## src/hdl/mrws_pkg.sv

```systemverilog
// Shared types, constants and the CRC-16/MODBUS byte step for the Modbus RTU
// register-write slave. Depends on nothing.
package mrws_pkg;

  localparam int unsigned FRAME_BYTES = 8;
  localparam int unsigned HEAD_BYTES  = 6;
  localparam int unsigned JOB_DEPTH   = 2;

  localparam logic [15:0] CRC_INIT = 16'hFFFF;
  localparam logic [15:0] CRC_POLY = 16'hA001;

  localparam logic [7:0] FUNC_READ     = 8'h03;
  localparam logic [7:0] FUNC_WRITE    = 8'h06;
  localparam logic [7:0] EXCEPTION_BIT = 8'h80;

  localparam logic [7:0] ERR_FUNCTION = 8'h01;
  localparam logic [7:0] ERR_REGISTER = 8'h02;
  localparam logic [7:0] ERR_DATA     = 8'h03;

  localparam logic [15:0] REG_MODE  = 16'd0;
  localparam logic [15:0] REG_SPEED = 16'd666;

  localparam logic [15:0] CMD_START  = 16'd1;
  localparam logic [15:0] CMD_STOP   = 16'd2;
  localparam logic [15:0] CMD_PREOP  = 16'd80;
  localparam logic [15:0] CMD_QUIET1 = 16'd81;
  localparam logic [15:0] CMD_QUIET2 = 16'd82;

  localparam logic [7:0]         NODE_ADDR_RESET = 8'd7;
  localparam logic signed [15:0] SETPOINT_RESET  = 16'sd5000;

  typedef enum logic [1:0] {
    MODE_INIT  = 2'd0,
    MODE_PREOP = 2'd1,
    MODE_OPER  = 2'd2,
    MODE_STOP  = 2'd3
  } node_mode_e;

  // One reply waiting to be sent: six header bytes plus the state snapshot.
  typedef struct packed {
    logic [HEAD_BYTES-1:0][7:0] head;
    node_mode_e                 mode;
    logic signed [15:0]         setpoint;
  } job_t;

  function automatic logic [15:0] crc16_byte(input logic [15:0] crc, input logic [7:0] b);
    logic [15:0] c;
    c = crc ^ {8'h00, b};
    for (int k = 0; k < 8; k++) begin
      if (c[0]) begin
        c = (c >> 1) ^ CRC_POLY;
      end else begin
        c = c >> 1;
      end
    end
    return c;
  endfunction

endpackage

```

## src/hdl/mrws_queue.sv

```systemverilog
// Small job queue between the frame decoder and the reply sender.
// Depends on mrws_pkg for the job type.
module mrws_queue #(
  parameter int unsigned Depth = mrws_pkg::JOB_DEPTH
) (
  input  logic           clk_i,
  input  logic           rst_ni,
  input  logic           push_i,
  input  mrws_pkg::job_t job_i,
  input  logic           pop_i,
  output mrws_pkg::job_t job_o,
  output logic           valid_o,
  output logic           full_o
);

  localparam int unsigned PtrW = (Depth > 1) ? $clog2(Depth) : 1;
  localparam int unsigned CntW = $clog2(Depth + 1);

  mrws_pkg::job_t entries_q [Depth];
  logic [PtrW-1:0] wr_ptr_q, wr_ptr_d, rd_ptr_q, rd_ptr_d;
  logic [CntW-1:0] count_q, count_d;

  function automatic logic [PtrW-1:0] ptr_next(input logic [PtrW-1:0] p);
    return (p == PtrW'(Depth - 1)) ? '0 : p + 1'b1;
  endfunction

  always_comb begin
    wr_ptr_d = push_i ? ptr_next(wr_ptr_q) : wr_ptr_q;
    rd_ptr_d = pop_i ? ptr_next(rd_ptr_q) : rd_ptr_q;
    count_d  = count_q;
    if (push_i && !pop_i) begin
      count_d = count_q + 1'b1;
    end else if (pop_i && !push_i) begin
      count_d = count_q - 1'b1;
    end
  end

  always_ff @(posedge clk_i or negedge rst_ni) begin
    if (!rst_ni) begin
      wr_ptr_q <= '0;
      rd_ptr_q <= '0;
      count_q  <= '0;
    end else begin
      wr_ptr_q <= wr_ptr_d;
      rd_ptr_q <= rd_ptr_d;
      count_q  <= count_d;
    end
  end

  always_ff @(posedge clk_i) begin
    if (push_i) begin
      entries_q[wr_ptr_q] <= job_i;
    end
  end

  assign job_o   = entries_q[rd_ptr_q];
  assign valid_o = (count_q != '0);
  assign full_o  = (count_q == CntW'(Depth));

endmodule

```

## src/hdl/mrws_front.sv

```systemverilog
// Front end: gathers frame bytes, runs the receive CRC and decodes a complete
// frame into a reply job and new node state. Depends on mrws_pkg.
module mrws_front (
  input  logic           clk_i,
  input  logic           rst_ni,
  input  logic           accept_i,
  input  logic [7:0]     rx_byte_i,
  input  logic           cfg_we_i,
  input  logic [7:0]     cfg_data_i,
  output logic           job_push_o,
  output mrws_pkg::job_t job_o
);

  localparam logic [2:0] PosLast = 3'(mrws_pkg::FRAME_BYTES - 1);
  localparam logic [2:0] PosHead = 3'(mrws_pkg::HEAD_BYTES);

  logic [7:0]  store_q [mrws_pkg::FRAME_BYTES];
  logic [7:0]  frame   [mrws_pkg::FRAME_BYTES];
  logic [2:0]  pos_q;
  logic [15:0] crc_q;
  logic [7:0]  node_addr_q;
  mrws_pkg::node_mode_e mode_q, mode_d;
  logic signed [15:0]   sp_q, sp_d;

  logic        frame_done;
  logic        reply, err;
  logic [7:0]  code;
  logic [15:0] reg_addr, data;

  assign frame_done = accept_i && (pos_q == PosLast);

  always_comb begin
    for (int i = 0; i < int'(mrws_pkg::FRAME_BYTES) - 1; i++) begin
      frame[i] = store_q[i];
    end
    frame[mrws_pkg::FRAME_BYTES-1] = rx_byte_i;
    reg_addr = {frame[2], frame[3]};
    data     = {frame[4], frame[5]};

    reply  = 1'b0;
    err    = 1'b0;
    code   = 8'h00;
    mode_d = mode_q;
    sp_d   = sp_q;

    if (frame[6] == crc_q[7:0] && frame[7] == crc_q[15:8] && frame[0] == node_addr_q) begin
      if (frame[1] == mrws_pkg::FUNC_READ) begin
        reply = 1'b0;
      end else if (frame[1] != mrws_pkg::FUNC_WRITE) begin
        err  = 1'b1;
        code = mrws_pkg::ERR_FUNCTION;
      end else if (reg_addr == mrws_pkg::REG_MODE) begin
        case (data)
          mrws_pkg::CMD_START: begin
            mode_d = mrws_pkg::MODE_OPER;
            reply  = 1'b1;
          end
          mrws_pkg::CMD_STOP: begin
            mode_d = mrws_pkg::MODE_STOP;
            reply  = 1'b1;
          end
          mrws_pkg::CMD_PREOP: begin
            mode_d = mrws_pkg::MODE_PREOP;
            reply  = 1'b1;
          end
          mrws_pkg::CMD_QUIET1, mrws_pkg::CMD_QUIET2: begin
            reply = 1'b0;
          end
          default: begin
            err  = 1'b1;
            code = mrws_pkg::ERR_DATA;
          end
        endcase
      end else if (reg_addr == mrws_pkg::REG_SPEED) begin
        sp_d  = signed'(data);
        reply = 1'b1;
      end else begin
        err  = 1'b1;
        code = mrws_pkg::ERR_REGISTER;
      end
    end

    // An exception reply carries the code in the register field.
    if (err) begin
      job_o.head[0] = frame[0];
      job_o.head[1] = frame[1] | mrws_pkg::EXCEPTION_BIT;
      job_o.head[2] = 8'h00;
      job_o.head[3] = code;
      job_o.head[4] = 8'h00;
      job_o.head[5] = 8'h00;
    end else begin
      for (int i = 0; i < int'(mrws_pkg::HEAD_BYTES); i++) begin
        job_o.head[i] = frame[i];
      end
    end
    job_o.mode     = mode_d;
    job_o.setpoint = sp_d;
  end

  assign job_push_o = frame_done && (reply || err);

  always_ff @(posedge clk_i or negedge rst_ni) begin
    if (!rst_ni) begin
      pos_q       <= '0;
      crc_q       <= mrws_pkg::CRC_INIT;
      node_addr_q <= mrws_pkg::NODE_ADDR_RESET;
      mode_q      <= mrws_pkg::MODE_INIT;
      sp_q        <= mrws_pkg::SETPOINT_RESET;
    end else begin
      if (cfg_we_i) begin
        node_addr_q <= cfg_data_i;
      end
      if (accept_i) begin
        if (pos_q == PosLast) begin
          pos_q  <= '0;
          crc_q  <= mrws_pkg::CRC_INIT;
          mode_q <= mode_d;
          sp_q   <= sp_d;
        end else begin
          pos_q <= pos_q + 1'b1;
          if (pos_q < PosHead) begin
            crc_q <= mrws_pkg::crc16_byte(crc_q, rx_byte_i);
          end
        end
      end
    end
  end

  always_ff @(posedge clk_i) begin
    if (accept_i) begin
      store_q[pos_q] <= rx_byte_i;
    end
  end

endmodule

```

## src/hdl/mrws_back.sv

```systemverilog
// Back end: sends the job at the head of the queue byte by byte, appending
// the CRC, through a one-entry output register. Depends on mrws_pkg.
module mrws_back (
  input  logic               clk_i,
  input  logic               rst_ni,
  input  logic               job_valid_i,
  input  mrws_pkg::job_t     job_i,
  output logic               job_pop_o,
  input  logic               pop,
  output logic               empty,
  output logic [7:0]         tx_byte_o,
  output logic               last_byte_o,
  output logic [1:0]         node_state_o,
  output logic signed [15:0] speed_setpoint_o
);

  localparam logic [2:0] IdxCrcLo = 3'(mrws_pkg::HEAD_BYTES);
  localparam logic [2:0] IdxLast  = 3'(mrws_pkg::FRAME_BYTES - 1);

  logic [2:0]  idx_q;
  logic [15:0] crc_q;
  logic        out_valid_q;
  logic [7:0]  tx_q, tx_d;
  logic        last_q;
  mrws_pkg::node_mode_e mode_q;
  logic signed [15:0]   sp_q;
  logic        advance;

  assign advance   = job_valid_i && (!out_valid_q || pop);
  assign job_pop_o = advance && (idx_q == IdxLast);

  always_comb begin
    case (idx_q)
      3'd0:    tx_d = job_i.head[0];
      3'd1:    tx_d = job_i.head[1];
      3'd2:    tx_d = job_i.head[2];
      3'd3:    tx_d = job_i.head[3];
      3'd4:    tx_d = job_i.head[4];
      3'd5:    tx_d = job_i.head[5];
      3'd6:    tx_d = crc_q[7:0];
      default: tx_d = crc_q[15:8];
    endcase
  end

  always_ff @(posedge clk_i or negedge rst_ni) begin
    if (!rst_ni) begin
      idx_q       <= '0;
      crc_q       <= mrws_pkg::CRC_INIT;
      out_valid_q <= 1'b0;
    end else begin
      if (advance) begin
        out_valid_q <= 1'b1;
        if (idx_q == IdxLast) begin
          idx_q <= '0;
          crc_q <= mrws_pkg::CRC_INIT;
        end else begin
          idx_q <= idx_q + 1'b1;
          if (idx_q < IdxCrcLo) begin
            crc_q <= mrws_pkg::crc16_byte(crc_q, tx_d);
          end
        end
      end else if (pop) begin
        out_valid_q <= 1'b0;
      end
    end
  end

  always_ff @(posedge clk_i) begin
    if (advance) begin
      tx_q   <= tx_d;
      last_q <= (idx_q == IdxLast);
      mode_q <= job_i.mode;
      sp_q   <= job_i.setpoint;
    end
  end

  assign empty            = !out_valid_q;
  assign tx_byte_o        = tx_q;
  assign last_byte_o      = last_q;
  assign node_state_o     = mode_q;
  assign speed_setpoint_o = sp_q;

endmodule

```

## src/hdl/modbus_rtu_write_register_slave.sv

```systemverilog
// Top level of the Modbus RTU register-write slave: front end, job queue and
// reply sender. Depends on mrws_pkg, mrws_front, mrws_queue and mrws_back.
//
//   Channel   Direction  Handshake              Payload
//   receive   in         push / full            rx_byte_i
//   reply     out        pop / empty            tx_byte_o, last_byte_o,
//                                               node_state_o, speed_setpoint_o
//   config    in         node_address_we_i      node_address_i
//
// One received byte is taken per cycle while full is low; the byte-wide CRC
// step in the front end sets that rate. A reply, once started, leaves at one
// byte per cycle while pop is high. Reset leaves the slave ready at once,
// with no clearing pass. Receive stalls (full high) only while the job queue
// holds JobDepth replies that the consumer has not yet drained.

module modbus_rtu_write_register_slave #(
  parameter int unsigned JobDepth = mrws_pkg::JOB_DEPTH
) (
  input  logic               clk_i,
  input  logic               rst_ni,
  input  logic               push,
  output logic               full,
  input  logic [7:0]         rx_byte_i,
  output logic               empty,
  input  logic               pop,
  output logic [7:0]         tx_byte_o,
  output logic               last_byte_o,
  output logic [1:0]         node_state_o,
  output logic signed [15:0] speed_setpoint_o,
  input  logic               node_address_we_i,
  input  logic [7:0]         node_address_i
);

  // A received byte is a transaction when push is high and the queue has
  // room. The front end only ever produces a job on such a transaction, so
  // the queue can never overflow.
  logic           accept;
  logic           job_push, job_pop, job_valid, q_full;
  mrws_pkg::job_t job_in, job_head;

  assign accept = push && !q_full;
  assign full   = q_full;

  // The front end holds the frame bytes and running CRC, and on the eighth
  // byte decides on an echo, an exception reply or silence, updating the
  // node mode and setpoint there and then.
  mrws_front u_front (
    .clk_i      (clk_i),
    .rst_ni     (rst_ni),
    .accept_i   (accept),
    .rx_byte_i  (rx_byte_i),
    .cfg_we_i   (node_address_we_i),
    .cfg_data_i (node_address_i),
    .job_push_o (job_push),
    .job_o      (job_in)
  );

  // Replies wait here so that a slow consumer does not hold up reception
  // of the following frame.
  mrws_queue #(
    .Depth (JobDepth)
  ) u_queue (
    .clk_i   (clk_i),
    .rst_ni  (rst_ni),
    .push_i  (job_push),
    .job_i   (job_in),
    .pop_i   (job_pop),
    .job_o   (job_head),
    .valid_o (job_valid),
    .full_o  (q_full)
  );

  // The sender walks the head job, computing the reply CRC as the header
  // bytes go out, and releases the job with the eighth byte.
  mrws_back u_back (
    .clk_i            (clk_i),
    .rst_ni           (rst_ni),
    .job_valid_i      (job_valid),
    .job_i            (job_head),
    .job_pop_o        (job_pop),
    .pop              (pop),
    .empty            (empty),
    .tx_byte_o        (tx_byte_o),
    .last_byte_o      (last_byte_o),
    .node_state_o     (node_state_o),
    .speed_setpoint_o (speed_setpoint_o)
  );

endmodule

```

## config.mk

```make
export PLATFORM = sky130hd
export DESIGN_NAME = modbus_rtu_write_register_slave
export DESIGN_NICKNAME = d
export VERILOG_FILES = /design/src/hdl/mrws_pkg.sv /design/src/hdl/mrws_queue.sv /design/src/hdl/mrws_front.sv /design/src/hdl/mrws_back.sv /design/src/hdl/modbus_rtu_write_register_slave.sv
export SDC_FILE = /design/constraint.sdc
export NUM_CORES = 1
export LEC_CHECK = 0
export BUFFER_PORTS_ARGS = -buffer_cell sky130_fd_sc_hd__buf_2
export CAP_MARGIN = 20
export CORE_MARGIN = 2
export CORE_UTILIZATION = 30
export CTS_BUF_LIST = sky130_fd_sc_hd__clkbuf_4
export CTS_CLUSTER_SIZE = 20
export DETAILED_ROUTE_END_ITERATION = 16
export HOLD_SLACK_MARGIN = 0.05
export PLACE_DENSITY = 0.52
export SYNTH_ARGS = -nofsm -noshare
export SYNTH_HDL_FRONTEND = slang
export SYNTH_HIERARCHICAL = 1
export SYNTH_SLANG_ARGS = --single-unit
```

## constraint.sdc

```tcl
create_clock -name clk_i -period 12.01 [get_ports clk_i]
set_input_delay 1.8015 -clock clk_i [delete_from_list [all_inputs] [get_ports clk_i]]
set_output_delay 1.8015 -clock clk_i [all_outputs]
set_load 0.05 [all_outputs]
```

# Word level (Yosys, flattened, before mapping)
# Memory sizes are Yosys's and may differ from the RTL's.
# Index checks and enable logic that the tools add are counted.
[totals]
register_bits = 96
ramBits = 196
in_bits = 21
output_inout_bits = 29
elab_cells = 194
n_memories = 2
[mem_list]
columns = ["name", "words", "word_bits", "read_ports", "rd_clocked_by_memory_dff", "wr", "line_no", "rtl"]
rows = [
  ["u_queue.entries_q", 2, 66, 1, 0, 1, "mrws_queue.sv:19", "mrws_pkg::job_t entries_q [Depth];"],
  ["u_front.store_q", 8, 8, 7, 0, 1, "mrws_front.sv:17", "logic [7:0] store_q [mrws_pkg::FRAME_BYTES];"],
]
[classes]
add_sub_neg = 6
n_lt_le_gt_ge = 2
n_eq_ne = 20
mux = 104
n_bitwise = 18
reduce_logical = 27
[ops]
columns = ["cell", "n"]
rows = [
  ["$mux W16", 67],
  ["$pmux W8 S7", 1],
  ["$eq A16 B7 Y1 const B", 3],
  ["$mux W48", 1],
  ["$not A2 Y3", 16],
  ["$mux W8", 4],
  ["$xor A16 B8 Y16", 2],
  ["$eq A8 B8 Y1", 3],
  ["$mux W1", 20],
  ["$eq A16 B1 Y1 const B", 1],
  ["$eq A16 B10 Y1 const B", 1],
  ["$eq A16 B2 Y1 const B", 1],
  ["$logic_not A16 Y1", 1],
  ["$mux W2", 8],
  ["$eq A3 B3 Y1 const B", 5],
  ["$reduce_bool A2 Y1", 5],
  ["$logic_and A1 B1 Y1", 9],
  ["$eq A8 B2 Y1 const B", 1],
  ["$ne A8 B3 Y1 const B", 1],
  ["$add A3 B1 Y3 const B", 2],
  ["$eq A3 B2 Y1 const B", 2],
  ["$lt A3 B3 Y1 const B", 2],
  ["$mux W3", 2],
  ["$pmux W2 S3", 1],
  ["11 further kinds", 18],
]

# Depth between registers and ports, before layout
[depth]
word_depth = 42
ltp_mapped = 14
depth_no_buf = 10

# Hierarchy
# The synthesis kept the hierarchy.
[modules_own_cells]
columns = ["module", "instances", "cells_per_inst", "area_per_inst_um2", "seq_area_each_um2"]
rows = [
  ["mrws_queue", 1, 221, 5064.9, 4063.9],
  ["mrws_front", 1, 380, 4992.3, 2837.7],
  ["mrws_back", 1, 204, 2463.6, 1331.3],
  ["modbus_rtu_write_register_slave", 1, 1, 13.8, 0.0],
]

# Worst setup path before layout
# Ideal clock, no wire load.
[synth_timing]
path_kind = "input to register"
from = "in rx_byte_i[6]"
to = "mem u_queue/entries_q[0][0] in the netlist's numbering, enable pin"
setup_ns = 0.498
arrival_time_ns = 6.215
t_required_ns = 11.512
setup_slack_ns = 5.297
stages = 8
n_path_buf = 1
path_cell_list = "xor2_1 nor4_1 nand2_1 nor3_2 nand2_2 buf_2 a31oi_1 nor2b_1"
[synth_between]
elab_chain_len = 8
[synth_rtl]
columns = ["item", "line_no", "rtl"]
rows = [
  ["from (decl)", "modbus_rtu_write_register_slave.sv:23", "input logic [7:0] rx_byte_i,"],
  ["$eq A8 B8 Y1 *", "mrws_front.sv:46", "if (frame[6] == crc_q[7:0] && frame[7] == crc_q[15:8] && frame[0] == node_addr_q) begin"],
  ["$logic_and A1 B1 Y1 * (2 in series)", "mrws_front.sv:46", ""],
  ["$mux W1", "mrws_front.sv:46", ""],
  ["$logic_or A1 B1 Y1 *", "mrws_front.sv:100", "assign job_push_o = frame_done && (reply || err);"],
  ["$logic_and A1 B1 Y1 *", "mrws_front.sv:100", ""],
  ["via job_push", "modbus_rtu_write_register_slave.sv:38", "logic job_push, job_pop, job_valid, q_full;"],
  ["$mux W1 *", "mrws_queue.sv:51", "if (push_i) begin"],
  ["$mux W1 (implied by the code) *", "mrws_queue.sv:52", "entries_q[wr_ptr_q] <= job_i;"],
  ["to (decl)", "mrws_queue.sv:19", ""],
]
# The timed path passes the listed nets; every way through them passes the cells marked *.

# Final worst setup path
[layout_timing]
from = "in rx_byte_i[7]"
to = "mem u_queue/entries_q[0][63] in the netlist's numbering, enable pin"
# The elaborated chain is that of the path after synthesis.

==> metrics.cfg <==
[final_layout]
mostFrequentLayoutCells=edfxtp_1 (215), clkbuf_4 (121), mux2_2 (77), buf_2 (48)
syn_to_final_growth_pct=13.67
multi_input_area_sq_um=3958
fillCellCount=4003
fin_nets=927
finish.utilization_pct=34.74
final_common_cell=edfxtp_1
seq_area_sq_um=8237
fin_area_sq_um=14250
drive_above_1_share_pct=38.21
final_cells=1496

[synth]
synth_seq_cells=284
avgSynthCellArea_sq_um=15.55
seq_area_frac_synth_pct=65.68
syn_nets=836
ys_warn_count=6
synth-main-ff-cell=edfxtp_1
synth_area_sq_um=12530
ys_top_cells_by_area=edfxtp_1 (52%), dfstp_2 (8.4%), mux2_2 (6.9%)
synth-edff-count=215
synth_cell_types=72
synth_top_area_share_pct=51.51
syn_inst=806
post-synth-top-area-cell=edfxtp_1
async_reset_ff_share_pct=24.30

[worst_setup_path]
rr_startpoint=u_queue/rd_ptr_q
crit_chain=buf_2, xor2_1, nor4_2, nand2_1, nor3_4, o211ai_2, buf_4, a31oi_1, nor2b_4, buf_4
crit_fanout=66
critPathKind=input port to register
cp_slowest_stage_delay_ns=0.70
critPathBufInv=3
start_kind=input port
cpMostUsedCell=buf_4
crit_path_top_delay_cell=buf_4
startpoint=rx_byte_i[7]
critical-path-top-delay-family=buffers and inverters
required_ns=12.28
crit_arrival_ns=4.61
setup.worst_path.end_class=register

[timing]
fmax_mhz=230.6
tns_ns=0
slew_headroom_pct=31.45
setup_ws_ns=7.673
setup-violations-final=0
rsz0062_at_grt=no
fin_crit_sh_pct=36.11
hold_violations=0
clock_skew_ns=0.06002
worst_pin_slew_ns=1.028
hold_ws_ns=0.4737
finalMaxSlewViolations=0
period_minus_slack_ns=4.337

[clock_tree]
cts_resized=0
cts_tree=done
clock-sinks=284
cts_setup_buffers=0
holdBufCountCts=0
clock_latency_ns=0.71
path_clk_slew_ns=0.06
root_buffer=clkbuf_4
numCtsBuffers=79
h-tree-depth=3
clockBufferDepth=3

[placement]
place_inst=1348
portBuffers=49
placed_area_sq_um=13200
gp_congestion=0.9024
pre_cts_slack_ns=6.930
dp_hpwl_mm=18.97

[power]
swShare_pct=27.11
internal-power_mw=1.766
power.share.clock_pct=36.6
peakVddDrop_mv=0.1514
powerDensity_nw_per_um2=170.0
power.total_mw=2.422
p_seq_share_pct=49.7
pwr-share-comb_pct=13.7
power.leakage_nw=5.232
p_sw_mw=0.6566

[global_routing]
grt_pass1_vias=7091
overflow=0
grt_pass1_wl_mm=43.52
grt_max_degree=70
use_met2_pct=20.22
grt_use_met1_pct=18.13
grt_use_met3_pct=3.291
antenna_found_initial=1
grt_usage_pct=13.24
top_usage_layer=met2

[min_path]
holdCritStartpoint=u_back/crc_q[5]
hold_path_class=register to register

[floorplanning]
placementRows=74
die-height_um=208.4
die_width_um=208.4
design.die.area_sq_um=43430
start_util_pct=30.56
io_pins=50
core-area_sq_um=41020

[drt]
firstDrtPassIters=4
drtIter0Drc=387
drc=0
final_antenna_net_count=0
vias_per_cell=4.606
wl_per_cell_um=18.87
routed_wl_mm=28.23
via_count=6890

[run_status]
status=finished, final reports clean

[flow_run]
cap_violations=0

[worst paths after layout]
kind | endpoint | slack (ns) | depth (start not counted)
setup reg to reg | u_back/crc_q[0] | 8.05 | 10
min in group asynchronous | u_back/out_valid_q | 1.27 | 1
setup / recovery | u_queue/entries_q[0][63] | 7.67 | 10
hold / removal | u_back/crc_q[5] | 0.47 | 2
max in group asynchronous | u_queue/rd_ptr_q | 10.04 | 1
hold reg to reg | u_back/crc_q[5] | 0.47 | 2
[metal layers]
metal	share of wire, %	vias up
met3	4.2	55
met2	46	172
met5	0	-
met1	48	3432
met4	2.5	0
li1	-	3231
[worst reg2reg max path, delay by kind of cell (launching register included)]
kind | cells | cell delay (ns)
compound gates | 4 | 0.99
xor+xnor | 4 | 1.15
buf+inv | 1 | 0.74
flops | 1 | 0.57
mux | 1 | 0.40
[cell families (layout without fill, tap and decap cells)]
group	after synthesis	in the layout	share of synthesized area, %
adder cells (fa/ha/maj)	9	9	0.8984
XOR/XNOR	75	75	5.780
AND/OR/NAND/NOR	170	170	7.866
multiplexers	119	119	11.57
buffers and inverters	56	213	2.815
flip-flops	284	284	65.68
other	0	1	0
AO/OA/AOI/OAI	93	93	5.390
[registers in the layout (all words and copies together) (netlist names), 3 cells and up]
register and cells:
u_back/speed_setpoint_o 16, u_queue/entries_q 132, u_back/idx_q 3, u_front/sp_q 16
u_front/crc_q 16, u_front/store_q 56, u_back/tx_byte_o 8, u_front/node_addr_q 8
u_front/pos_q 3, u_back/crc_q 16
[Yosys cell counts, types with 7 or more instances]
master,number
nor2_1,43
xnor2_1,24
buf_4,17
inv_1,10
ha_1,9
edfxtp_1,215
and2_1,32
buf_2,9
nor3_1,8
nand2b_1,7
buf_6,7
a21oi_1,28
xor2_1,43
dfrtp_1,29
mux2_4,30
nor4_1,7
clkbuf_1,9
nand2_1,32
mux2_2,77
dfstp_2,40
mux2_1,10
o21ai_0,13
[power by group through the flow]
stage               Sequential [mW]  Combinational, mW  Clock (mW)
floorplan                      1.19              0.273           0
global placement               1.22              0.333           0
detailed placement             1.22              0.335           0
CTS                            1.20              0.338       0.928
global route                   1.21              0.368       0.980
finish                         1.20              0.331       0.887
[cell type report]
cell class | instances | share of cell area [%]
Clock inverter | 26 | 0.9748
Tap cell | 532 | 4.672
Clock buffer | 121 | 6.376
Multi-Input combinational cell | 466 | 27.78
Sequential cell | 284 | 57.81
Inverter | 10 | 0.2635
Antenna cell | 1 | 0.01756
Timing Repair Buffer | 56 | 2.108
No activity file was read; power rests on OpenSTA's default activity.
